===== src/rtl/core/crcfr_pkg.sv =====
// ----------------------------------------------------------------------------
// crcfr_pkg
// Shared types, constants and the CRC16-Modbus byte update for the
// fixed-frame receiver.
// ----------------------------------------------------------------------------
package crcfr_pkg;

    // frame layout
    localparam logic [3:0]  POS_START    = 4'd0;
    localparam logic [3:0]  POS_LENGTH   = 4'd1;
    localparam logic [3:0]  POS_PAYLOAD  = 4'd2;
    localparam logic [3:0]  POS_CRC_LOW  = 4'd14;
    localparam logic [3:0]  POS_LAST     = 4'd15;
    localparam int          MAX_VALUES   = 6;

    // crc16-modbus
    localparam logic [15:0] CRC_INIT     = 16'hFFFF;
    localparam logic [15:0] CRC_POLY     = 16'hA001;

    // register reset values
    localparam logic [7:0]  START_RESET  = 8'hA5;
    localparam logic [7:0]  LENGTH_RESET = 8'h0C;

    // register indexes
    localparam logic [0:0]  REG_START    = 1'b0;
    localparam logic [0:0]  REG_LENGTH   = 1'b1;

    // frame status codes
    localparam logic [1:0]  STATUS_OK        = 2'd0;
    localparam logic [1:0]  STATUS_BAD_START = 2'd1;
    localparam logic [1:0]  STATUS_BAD_LEN   = 2'd2;
    localparam logic [1:0]  STATUS_BAD_CRC   = 2'd3;

    typedef logic signed [15:0] t_target;

    typedef struct packed {
        logic [1:0] status;
        t_target    target_0;
        t_target    target_1;
        t_target    target_2;
        t_target    target_3;
        t_target    target_4;
        t_target    target_5;
    } t_result;

    // one byte through the reflected crc, bit at a time
    function automatic logic [15:0] crc_feed(input logic [15:0] crc_in,
                                             input logic [7:0]  data);
        logic [15:0] crc;
        crc = crc_in ^ {8'h00, data};
        for (int k = 0; k < 8; k++) begin
            if (crc[0]) begin
                crc = (crc >> 1) ^ CRC_POLY;
            end else begin
                crc = crc >> 1;
            end
        end
        return crc;
    endfunction

endpackage


===== src/rtl/core/crcfr_parser.sv =====
// ----------------------------------------------------------------------------
// crcfr_parser
// Frame state for the receiver: position, running crc, header checks and
// payload bytes. Builds the result for the byte that closes a frame.
// ----------------------------------------------------------------------------
module crcfr_parser #(
    parameter int VALUE_COUNT = 6
) (
    input  logic              i_clk,
    input  logic              i_rst_n,
    input  logic              i_step,
    input  logic [7:0]        i_rx_byte,
    input  logic              i_buffer_start,
    input  logic [7:0]        i_start_byte,
    input  logic [7:0]        i_length_byte,
    output logic              o_last,
    output crcfr_pkg::t_result o_result
);
    import crcfr_pkg::*;

    localparam int PayloadBytes = 2 * VALUE_COUNT;

    logic [3:0]  r_pos;
    logic [15:0] r_crc;
    logic        r_start_ok;
    logic        r_length_ok;
    logic [7:0]  r_crc_low;
    logic [7:0]  r_payload [PayloadBytes];

    logic [3:0]  pos;
    logic [15:0] crc_next;
    logic [15:0] rx_crc;
    logic [1:0]  status;
    t_target     targets [MAX_VALUES];

    // effective position, realigned by the start flag
    assign pos      = i_buffer_start ? POS_START : r_pos;
    assign o_last   = (pos == POS_LAST);
    assign crc_next = crc_feed((pos == POS_START) ? CRC_INIT : r_crc, i_rx_byte);
    assign rx_crc   = {i_rx_byte, r_crc_low};

    // control state
    always_ff @(posedge i_clk) begin
        if (!i_rst_n) begin
            r_pos       <= POS_START;
            r_crc       <= CRC_INIT;
            r_start_ok  <= 1'b0;
            r_length_ok <= 1'b0;
            r_crc_low   <= 8'h00;
        end else if (i_step) begin
            r_pos <= o_last ? POS_START : pos + 4'd1;
            if (pos < POS_CRC_LOW) begin
                r_crc <= crc_next;
            end else if (o_last) begin
                r_crc <= CRC_INIT;
            end
            if (pos == POS_START) begin
                r_start_ok <= (i_rx_byte == i_start_byte);
            end
            if (pos == POS_LENGTH) begin
                r_length_ok <= (i_rx_byte == i_length_byte);
            end
            if (pos == POS_CRC_LOW) begin
                r_crc_low <= i_rx_byte;
            end
        end
    end

    // payload capture, only the bytes that feed enabled targets
    for (genvar k = 0; k < PayloadBytes; k++) begin : g_payload
        always_ff @(posedge i_clk) begin
            if (i_step && pos == POS_PAYLOAD + 4'(k)) begin
                r_payload[k] <= i_rx_byte;
            end
        end
    end

    // status checks in priority order
    always_comb begin
        if (!r_start_ok) begin
            status = STATUS_BAD_START;
        end else if (!r_length_ok) begin
            status = STATUS_BAD_LEN;
        end else if (rx_crc != r_crc) begin
            status = STATUS_BAD_CRC;
        end else begin
            status = STATUS_OK;
        end
    end

    // little-endian targets, zero on error or when disabled
    for (genvar j = 0; j < MAX_VALUES; j++) begin : g_target
        if (j < VALUE_COUNT) begin : g_on
            assign targets[j] = (status == STATUS_OK) ?
                                {r_payload[2*j+1], r_payload[2*j]} : 16'sd0;
        end else begin : g_off
            assign targets[j] = 16'sd0;
        end
    end

    assign o_result.status   = status;
    assign o_result.target_0 = targets[0];
    assign o_result.target_1 = targets[1];
    assign o_result.target_2 = targets[2];
    assign o_result.target_3 = targets[3];
    assign o_result.target_4 = targets[4];
    assign o_result.target_5 = targets[5];

endmodule


===== src/rtl/core/crc16_frame_receiver.sv =====
// ----------------------------------------------------------------------------
// crc16_frame_receiver
// Groups received bytes into fixed 16-byte frames and reports one checked
// result with six signed targets per frame.
// ----------------------------------------------------------------------------
// Takes one byte per clock on the input channel. A byte with buffer_start
// set becomes frame position 0. Bytes 0..13 run through CRC16-Modbus
// (init FFFF, reflected poly A001); byte 0 is checked against start_byte,
// byte 1 against length_byte, bytes 14..15 hold the little-endian CRC.
// The byte at position 15 produces one transfer on the output channel:
// status (0 ok, 1 bad start, 2 bad length, 3 CRC mismatch) and six
// little-endian targets in hundredths, all zero unless status is ok;
// targets at or beyond VALUE_COUNT are always zero. Each byte passes
// through the input register into the parser; the result of the closing
// byte is loaded into the result register as that byte leaves the input
// register, once the output register is free. The CRC byte update is a
// shallow XOR network, so the block sustains one byte per cycle whenever
// the output register is free; a closing byte waits in the input register
// while an earlier result is still held. Configuration is to be written
// only while no byte is in flight.
// ----------------------------------------------------------------------------
module crc16_frame_receiver #(
    parameter int VALUE_COUNT = 6
) (
    input  logic        i_clk,
    input  logic        i_rst_n,
    // configuration
    input  logic        i_cfg_we,
    input  logic [0:0]  i_cfg_index,
    input  logic [7:0]  i_cfg_data,
    // byte input
    input  logic        i_in_valid,
    output logic        o_in_ready,
    input  logic [7:0]  i_rx_byte,
    input  logic        i_buffer_start,
    // result output
    output logic        o_out_valid,
    input  logic        i_out_ready,
    output logic [1:0]  o_frame_status,
    output logic signed [15:0] o_target_0,
    output logic signed [15:0] o_target_1,
    output logic signed [15:0] o_target_2,
    output logic signed [15:0] o_target_3,
    output logic signed [15:0] o_target_4,
    output logic signed [15:0] o_target_5
);
    import crcfr_pkg::*;

    logic [7:0] r_start_val;
    logic [7:0] r_length_val;

    logic       r_in_valid;
    logic [7:0] r_in_byte;
    logic       r_in_start;

    logic       r_out_valid;
    t_result    r_out;

    logic       last;
    t_result    result;
    logic       out_free;
    logic       advance;

    // configuration registers
    always_ff @(posedge i_clk) begin
        if (!i_rst_n) begin
            r_start_val  <= START_RESET;
            r_length_val <= LENGTH_RESET;
        end else if (i_cfg_we) begin
            unique case (i_cfg_index)
                REG_START:  r_start_val  <= i_cfg_data;
                REG_LENGTH: r_length_val <= i_cfg_data;
                default: ;
            endcase
        end
    end

    // handshake: stage advances unless a result is blocked
    assign out_free   = !r_out_valid || i_out_ready;
    assign advance    = r_in_valid && (!last || out_free);
    assign o_in_ready = !r_in_valid || advance;

    // input register
    always_ff @(posedge i_clk) begin
        if (!i_rst_n) begin
            r_in_valid <= 1'b0;
        end else if (o_in_ready) begin
            r_in_valid <= i_in_valid;
        end
    end

    always_ff @(posedge i_clk) begin
        if (i_in_valid && o_in_ready) begin
            r_in_byte  <= i_rx_byte;
            r_in_start <= i_buffer_start;
        end
    end

    // frame state and result logic
    crcfr_parser #(
        .VALUE_COUNT (VALUE_COUNT)
    ) u_parser (
        .i_clk          (i_clk),
        .i_rst_n        (i_rst_n),
        .i_step         (advance),
        .i_rx_byte      (r_in_byte),
        .i_buffer_start (r_in_start),
        .i_start_byte   (r_start_val),
        .i_length_byte  (r_length_val),
        .o_last         (last),
        .o_result       (result)
    );

    // result register
    always_ff @(posedge i_clk) begin
        if (!i_rst_n) begin
            r_out_valid <= 1'b0;
        end else if (out_free) begin
            r_out_valid <= advance && last;
        end
    end

    always_ff @(posedge i_clk) begin
        if (out_free && advance && last) begin
            r_out <= result;
        end
    end

    assign o_out_valid    = r_out_valid;
    assign o_frame_status = r_out.status;
    assign o_target_0     = r_out.target_0;
    assign o_target_1     = r_out.target_1;
    assign o_target_2     = r_out.target_2;
    assign o_target_3     = r_out.target_3;
    assign o_target_4     = r_out.target_4;
    assign o_target_5     = r_out.target_5;

endmodule


===== config.mk =====
export PLATFORM = sky130hd
export DESIGN_NAME = crc16_frame_receiver
export DESIGN_NICKNAME = d
export VERILOG_FILES = /design/src/rtl/core/crcfr_pkg.sv /design/src/rtl/core/crcfr_parser.sv /design/src/rtl/core/crc16_frame_receiver.sv
export SDC_FILE = /design/constraint.sdc
export NUM_CORES = 1
export LEC_CHECK = 0
export ABC_AREA = 0
export BUFFER_PORTS_ARGS = -buffer_cell sky130_fd_sc_hd__clkbuf_2
export CAP_MARGIN = 15
export CELL_PAD_IN_SITES_DETAIL_PLACEMENT = 0
export CELL_PAD_IN_SITES_GLOBAL_PLACEMENT = 1
export CORE_UTILIZATION = 25
export CTS_CLUSTER_DIAMETER = 200
export CTS_CLUSTER_SIZE = 12
export DETAILED_ROUTE_END_ITERATION = 8
export PLACE_DENSITY = 0.43
export SYNTH_ARGS = -nofsm -noshare
export SYNTH_HDL_FRONTEND = slang
export SYNTH_SLANG_ARGS = --single-unit

===== constraint.sdc =====
create_clock -name i_clk -period 11.6 [get_ports i_clk]
set_clock_uncertainty 0.05 [all_clocks]
set_input_delay 1.16 -clock i_clk [delete_from_list [all_inputs] [get_ports i_clk]]
set_output_delay 1.16 -clock i_clk [all_outputs]
set_load 0.01 [all_outputs]

; ---- Yosys cells after proc, flatten, opt, wreduce, memory -nomap -nowiden
; Memory sizes are Yosys's and may differ from the RTL's. A register that Yosys moved wholly into a read port is not among the register bits.
; Cells that the tools add are included.
[word_totals]
register_bits = 59
ram_bits = 96
memories = 1
input_bits = 23
[mem_list]
columns = memory, words, word_bits, rd, rd_ports_with_merged_regs, wr, line
row1 = u_parser.r_payload, 12, 8, 12, 12, 1, crcfr_parser.sv:28  ; logic [7:0] r_payload [PayloadBytes];
[classes]
muxes = 73
n_reduce_logical = 55
n_eq_ne = 18
magnitude_cmp = 1
n_addsub = 1
bitwise_logic = 10
[ops]
columns = op, n
row1 = 2-to-1 mux 16 bit, 11
row2 = 2-to-1 mux 8 bit, 11
row3 = OR reduction 8 bit, 11
row4 = 2-to-1 mux 4 bit, 13
row5 = 2-to-1 mux 1 bit, 35
row6 = == test 4 bit (second input constant), 8
row7 = inverter 2 -> 3 bit, 8
row8 = logical AND 1 bit, 17
row9 = == test 4 x 3 -> 1 bit (second input constant), 4
row10 = == test 8 bit, 2
row11 = != test 16 bit, 1
row12 = bitwise XOR 16 x 8 -> 16 bit, 1
row13 = zero test 1 bit, 15
row14 = AND reduction 2 bit, 6
row15 = == test 4 x 2 -> 1 bit (second input constant), 2
row16 = 2-to-1 mux 2 bit, 3
row17 = adder 4 x 1 -> 4 bit (second input constant), 1
row18 = == test 4 x 1 -> 1 bit (second input constant), 1
row19 = zero test 4 bit, 1
row20 = less-than comparator 4 bit (second input constant), 1
row21 = logical OR 1 bit, 3
row22 = zero test 2 bit, 1
row23 = nonzero test 2 bit, 1
row24 = inverter 1 bit, 1

; ---- Depth between registers and ports, before layout
; Gate-level depths: netlist of run 1.
[depth]
word_depth = 21
mapped_depth = 12
mapped_depth_nobuf = 9

; ---- Modules after synthesis
; A second synthesis of run 1 with hierarchy kept.
[hier_totals]
hier_cells = 643
hier_area_um2 = 9551.7
[modules_own_cells]
columns = mod, cells_per_inst, instances, area_each_um2
row1 = crcfr_parser, 452, 1, 5652.9
row2 = crc16_frame_receiver, 191, 1, 3898.7

; ---- Least setup slack after synthesis of run 1
; Ideal clock, no wire load.
[synth_timing]
path_type = input to register
start = in i_out_ready
end = reg r_out (netlist bit o_frame_status[0]), enable pin
n_path_buf = 0
required_ns = 11.082
setup_time_ns = 0.468
arrival_ns = 4.086
path_slack_ns = 6.996
stages = 5
path_cell_list = nor2b_1 > and3_1 > nor2_1 > and2_1 > and2_1
[synth_via]
elab_chain_cells = 5
[synth_lines]
columns = element, line
row1 = "start, declared", crc16_frame_receiver.sv:38  ; input logic i_out_ready,
row2 = logical OR 1 bit *, crc16_frame_receiver.sv:79  ; assign out_free = !r_out_valid || i_out_ready;
row3 = logical OR 1 bit, crc16_frame_receiver.sv:80  ; assign advance = r_in_valid && (!last || out_free);
row4 = logical AND 1 bit, crc16_frame_receiver.sv:80
row5 = logical AND 1 bit * (2 in series), crc16_frame_receiver.sv:124  ; if (out_free && advance && last) begin
row6 = "end signal, assigned", crc16_frame_receiver.sv:125  ; r_out <= result;
row7 = "end, declared", crc16_frame_receiver.sv:57  ; t_result r_out;
; Every way passes the cells marked *; elsewhere a longest branch is shown, timed or not.
; A chain may end at the register's enable or synchronous reset.

; ---- Worst setup path after layout of run 1
[layout_timing]
start = reg r_in_start
end = reg o_target_1[5] (netlist name)
[layout_via]
elab_chain_cells = 7
[layout_lines]
columns = element, line
row1 = "start, declared", crc16_frame_receiver.sv:54  ; logic r_in_start;
row2 = "start signal, assigned", crc16_frame_receiver.sv:95  ; r_in_start <= i_buffer_start;
row3 = 2-to-1 mux 4 bit *, crcfr_parser.sv:37  ; assign pos = i_buffer_start ? POS_START : r_pos;
row4 = == test 4 bit *, crcfr_parser.sv:38  ; assign o_last = (pos == POS_LAST);
row5 = zero test 1 bit, crc16_frame_receiver.sv:80
row6 = logical OR 1 bit, crc16_frame_receiver.sv:80
row7 = logical AND 1 bit, crc16_frame_receiver.sv:80
row8 = logical AND 1 bit, crc16_frame_receiver.sv:124
row9 = logical AND 1 bit *, crc16_frame_receiver.sv:124
; Marks and branches as above.

==> out/results.ini, run 1 <==
[sta]
setup_violations = 0
slew_headroom_pct = 30.6
drv_slew = 0
worst_pin_slew_ns = 1.04
min_period_ns = 3.83
setup_tns_ns = 0
finalCritPeriodShare_pct = 33.0
rsz0062_at_grt = no
finalHoldViolations = 0
max_freq_ghz = 0.261

[detailed_routing]
drcViolationCount = 0
vias = 5349
via_per_inst = 4.08
ant_nets = 0
wirelength_mm = 23.7
first_iter_violations = 274
dr.pass1.iters = 4
wl_per_cell_um = 18.1

[place]
placed_cells = 1267
place_congestion = 0.745
dpl.hpwl_mm = 15.1
placed_area_mm2 = 0.0108
port-buffer-count = 122

[die]
core_area_mm2 = 0.0377
die_w_um = 198
start_util_pct = 25.4
die-height_um = 198
ioPinCount = 123
core.rowCount = 71
dieArea_mm2 = 0.0391

[synthesis]
syn_area_mm2 = 0.00958
synth_common_cells = edfxtp_1, and2_1, nand2_1
synth.avg_cell_area_um2 = 14.6
synth_most_common_cell = edfxtp_1
synth.top_cells.by_area = edfxtp_1, dfxtp_1, and2_1, xnor2_1, nand2_1
synth_ff_type = edfxtp_1
ys_ff_latch = 251
syn_nets = 685
synth_top_area_share_pct = 63.6
yosysSeqAreaShare_pct = 73.6
yosys.area.top_type = edfxtp_1
synthDistinctLibCells = 40
synth-async-reset-ratio_pct = 0
synth_warnings = 0
syn_inst = 658
synth_edf_count = 203

[power]
pwr-share-seq_pct = 54.8
p_leak_nw = 4.28
pwr-share-comb_pct = 5.0
power_w = 0.00180
clkPwrFrac_pct = 40.2
p_per_area_mw_per_mm2 = 157
internal-power_w = 0.00141
swShare_pct = 21.5
irDropWorstVdd_mv = 0.0578
p_sw_w = 0.000388

[critical_path]
cp_slowest_cell = buf_4
crit_chain = nand2b_1, inv_1, ha_1, and3_1, nor2_1, and2_1, and2_4, buf_4
crit_path_start_kind = flop
crit_path_end_kind = flop
timing_worst_setup_path_type = reg2reg
cpPeakStageDelay_ns = 0.84
critPathRequiredTime_ns = 11.67
crit_buf_inv = 2
crit_family = simple AND/OR/NAND/NOR gates
arrival_ns = 3.90
r2r_slack_ns = 7.77
path_max_fanout = 83

[clocking]
cts_setup_buffers = 0
cts-root-buf = clkbuf_16
cts.path.max_buffers = 3
ctsResizeCount = 0
cts_hold_buf = 0
insertion_delay_ns = 0.52
cts_buffers = 24
clock_sinks = 251
cts.clk_slew.worst_paths_ns = 0.07
h-tree-depth = 1
cts_tree = done

[cells_and_area]
area_growth_pct = 19.5
fin_area_mm2 = 0.0114
drive_above_1_share_pct = 21.3
layout.cells.non_filler = 1311
fin_util_pct = 30.4
fin_nets = 809
antenna_cells = 0

[outcome]
status = finished, final reports clean

[min_path]
holdCritPathClass = reg2reg

[global_routing]
overflow = 0
grt_pass1_wl_mm = 35.3
grt_max_degree = 97
grt_antenna_before_repair = 0
grt_pass1_vias = 5506
grt.total_usage_pct = 12.1

[run]
cap_violations = 0

-- placed cells by master (no fill, tap or decap), types with 2 or more instances in the layout --
cell type  count
inv_1          5
o21ai_0        2
nor3b_1        7
nand3_1       18
nand2_1       61
clkbuf_1      19
and2b_1        2
a21oi_1        3
nand4_1        7
a211oi_1       2
o22ai_1        7
a21boi_0      12
o21a_1         2
nand2b_1       3
xor2_1        13
a21boi_1       9
and3b_1        2
and3_1         3
nor3_1        10
xnor2_2        3
xnor2_1       44
a21oi_2        3
clkbuf_2     122
clkbuf_16     25
nor4_1         3
nor2_1        17
edfxtp_1     203
nor2b_1        3
o21ai_1        7
and2_1       109
ha_1           4
dfxtp_1       48
buf_4         12
-- worst reg2reg max path: stages (launching register included) --
cell      delay, ns
edfxtp_1       0.48
nand2b_1       0.23
inv_1          0.09
ha_1           0.31
and3_1         0.24
nor2_1         0.30
and2_1         0.45
and2_4         0.39
buf_4          0.85
-- area by class of cell --
class	instances	area, um2
fillers	3874	26200
flip-flops and latches	251	7060
multi-input cells	366	2330
repair buffers	134	701
clock buffers	44	697
well taps	511	639
inverters	5	18.8
-- flip-flops by register name, summed over array words and instances, names as in the netlist, 4 cells and up --
name	count
u_parser.r_pos	4
u_parser.r_crc_low	8
u_parser.r_payload	96
o_target_0	16
r_length_val	8
o_target_3	16
r_start_val	8
o_target_2	16
u_parser.r_crc	16
o_target_1	16
o_target_4	16
o_target_5	16
r_in_byte	8
-- routing by layer --
metal / vias to the layer above / part of all wire, % / track usage, %
met1: 2613 / 45 / 15.6
li1: 2559 / - / -
met3: 32 / 4.8 / 2.15
met4: 0 / 2.1 / 3.39
met5: - / 0 / 0
met2: 145 / 49 / 20.8
-- per-stage QoR --
| step | worst slack, ns | hold slack, ns |
|---|---|---|
| after CTS | 7.75 | 0.433 |
| final | 7.77 | 0.434 |
| after floorplan | 7.00 | 0.398 |
| after global routing | 7.40 | 0.453 |
| after global placement | 7.66 | 0.421 |
| after detailed placement | 7.53 | 0.420 |
-- power groups by stage --
stage           logic, W  registers, W  clock network, W
6_report       0.0000896      0.000988          0.000725
5_1_grt        0.0000987      0.000989          0.000785
4_1_cts        0.0000927      0.000988          0.000754
3_5_place_dp   0.0000921       0.00101                 0
3_3_place_gp   0.0000911       0.00101                 0
2_1_floorplan  0.0000560       0.00101                 0
-- worst paths after layout --
check | cells past startpoint | startpoint | endpoint
max | 8 | r_in_start$_DFFE_PP_ | o_target_1[5]$_SDFFCE_PP0P_
min | 2 | u_parser.r_crc_low[1]$_SDFFE_PN0P_ | u_parser.r_crc_low[1]$_SDFFE_PN0P_
min reg2reg | 2 | u_parser.r_crc_low[1]$_SDFFE_PN0P_ | u_parser.r_crc_low[1]$_SDFFE_PN0P_
max reg2reg | 8 | r_in_start$_DFFE_PP_ | o_target_1[5]$_SDFFCE_PP0P_
-- cell families after synthesis --
kind of cell | synth area share, %
flip-flops | 73.6
AND/OR/NAND/NOR | 14.1
XOR/XNOR | 5.72
AO/OA/AOI/OAI | 3.89
buffers and inverters | 2.02
adder cells (fa/ha/maj) | 0.522
multiplexers | 0.104
Power figures use the tool's default switching activity.
==> run 2: changes to the inputs <==
--- a/config.mk
+++ b/config.mk
@@ -14,7 +14,7 @@
 export CTS_CLUSTER_DIAMETER = 200
 export CTS_CLUSTER_SIZE = 12
 export DETAILED_ROUTE_END_ITERATION = 8
-export PLACE_DENSITY = 0.43
+export PLACE_DENSITY = 0.45
 export SYNTH_ARGS = -nofsm -noshare
 export SYNTH_HDL_FRONTEND = slang
 export SYNTH_SLANG_ARGS = --single-unit
==> constraint.sdc (replaced) <==
create_clock -name i_clk -period 3.5 [get_ports i_clk]
set_clock_uncertainty 0.05 [all_clocks]
set_input_delay 0.35 -clock i_clk [delete_from_list [all_inputs] [get_ports i_clk]]
set_output_delay 0.35 -clock i_clk [all_outputs]
set_load 0.01 [all_outputs]
==> run 2 against run 1 <==
Sequential power grew to 3.3 times the previous value. Maximum frequency is 30% higher. Routed wire length is 2.2% higher. Largest power group unchanged.
==> out/results.ini, run 2 (synthesized netlist as in run 1, its figures left out) <==
[cells_and_area]
fin_nets = 822
area_growth_pct = 20.8
antenna_cells = 0
top_register = u_parser.r_payload
fin_area_mm2 = 0.0116
fin_util_pct = 30.7
final_cell_mix = edfxtp_1, clkbuf_2, and2_1
drive_above_1_share_pct = 21.6
layout_commonest_cell = edfxtp_1
nFillCells = 3842
largest_register_ffs = 96

[critical_path]
crit_family = simple AND/OR/NAND/NOR gates
crit_chain = nand2b_1, inv_1, ha_1, and3_1, nor2_1, and2_1, and2_4, buf_4
cp_slowest_cell = edfxtp_1
rr_endpoint = o_target_2[11]$_SDFFCE_PP0P_
crit_path_start_kind = flop
critPathRequiredTime_ns = 3.62
crit_buf_inv = 2
r2r_cells = 8
timing_worst_setup_path_type = reg2reg
r2r_slack_ns = 0.55
path_max_fanout = 36
arrival_ns = 3.07
crit_path_end_kind = flop
r2r-start = r_in_start$_DFFE_PP_
cpPeakStageDelay_ns = 0.51

[global_routing]
grt_antenna_before_repair = 0
grt_pass1_wl_mm = 36.2
grt_pass1_vias = 5696
overflow = 0
grt_max_degree = 64
grt.total_usage_pct = 12.4

[clocking]
cts_setup_buffers = 0
h-tree-depth = 1
insertion_delay_ns = 0.53
cts-root-buf = clkbuf_16
cts_tree = done
ctsResizeCount = 0
cts_buffers = 24
cts.clk_slew.worst_paths_ns = 0.07
cts.path.max_buffers = 3
clock_sinks = 251

[sta]
min_period_ns = 2.95
drv_slew = 0
setup_violations = 0
timing.hold.ws_ns = 0.0159
worst_pin_slew_ns = 0.967
max_freq_ghz = 0.339
finalCritPeriodShare_pct = 84.3
slew_headroom_pct = 35.5
rsz0062_at_grt = no
finalHoldViolations = 0
setup_tns_ns = 0

[min_path]
hold_start = i_cfg_data[0]
hold_end = r_start_val[0]$_SDFFE_PN1P_
hold_path_depth = 3
holdCritPathClass = in2reg

[die]
ioPinCount = 123
core.rowCount = 71
core_area_mm2 = 0.0377
die_w_um = 198
dieArea_mm2 = 0.0391
die-height_um = 198
start_util_pct = 25.4

[power]
p_leak_nw = 4.34
power_w = 0.00596
irDropWorstVdd_mv = 0.203
p_per_area_mw_per_mm2 = 515

[detailed_routing]
dr.pass1.iters = 4
first_iter_violations = 306
wl_per_cell_um = 18.3
via_per_inst = 4.05
ant_nets = 0
wirelength_mm = 24.3
vias = 5363
drcViolationCount = 0

[outcome]
status = finished, final reports clean

[place]
placed_area_mm2 = 0.0108
port-buffer-count = 122
place_congestion = 0.763
dpl.hpwl_mm = 16.2

[run]
cap_violations = 0

run 2: cell count changes in the layout (fill, tap and decap cells not counted):
| cell | delta |
|---|---|
| dlygate4sd3_1 | +8 |
| buf_12 | +2 |
| clkinv_8 | +1 |
| clkbuf_1 | -1 |
| buf_4 | +3 |
| clkbuf_16 | -1 |
run 2: timing repair:
item	CTS	global route
setup endpoints to repair	0	0
hold buffers	8	0
endpoints found under the hold margin	8	0
run 2: area by class of cell:
class / instances / area, um2 / area share, %
Clock inverter: 1 / 16.3 / 0.140
Tap cell: 511 / 639 / 5.52
Inverter: 5 / 18.8 / 0.162
Sequential cell: 251 / 7060 / 61.0
Multi-Input combinational cell: 366 / 2330 / 20.2
Timing Repair Buffer: 147 / 843 / 7.28
Clock buffer: 42 / 668 / 5.77
run 2: per-layer routing:
metal	vias up	part of all wire (%)	GRT usage [%]	wire length, um
met1	2608	46	16.4	11100
met4	0	2.1	3.47	506
li1	2583	-	-	-
met2	138	47	20.9	11500
met3	34	4.8	2.04	1160
met5	-	0	0	0
run 2: worst max-delay path by stage:
stage / slack (ns) / depth (start not counted) / startpoint / end
after CTS: 0.58 / 8 / r_in_start$_DFFE_PP_ / o_target_2[10]$_SDFFCE_PP0P_
after detailed placement: 0.59 / 8 / r_in_start$_DFFE_PP_ / o_target_2[10]$_SDFFCE_PP0P_
after floorplan: 0.16 / 8 / r_in_start$_DFFE_PP_ / o_frame_status[0]$_DFFE_PP_
after global routing: 0.35 / 8 / r_in_start$_DFFE_PP_ / o_target_2[10]$_SDFFCE_PP0P_
final: 0.55 / 8 / r_in_start$_DFFE_PP_ / o_target_2[11]$_SDFFCE_PP0P_
after global placement: 0.78 / 8 / r_in_start$_DFFE_PP_ / o_target_2[11]$_SDFFCE_PP0P_
run 2: metrics by stage:
stage / cells / setup slack [ns]
2_1_floorplan: 658 / 0.164
3_3_place_gp: 1272 / 0.781
3_5_place_dp: 1272 / 0.588
4_1_cts: 1323 / 0.575
5_1_grt: 1323 / 0.346
6_report: 1323 / 0.550
run 2: power by group:
group | switching, W | internal, W | total, W
Clock | 0.00109 | 0.00129 | 0.00238
Combinational | 0.000182 | 0.000117 | 0.000298
Sequential | 0.0000383 | 0.00324 | 0.00328
run 2: worst min-delay path, cell delays in order:
cell	delay [ns]
clkbuf_2	0.10
nand2_1	0.05
nand3_1	0.06
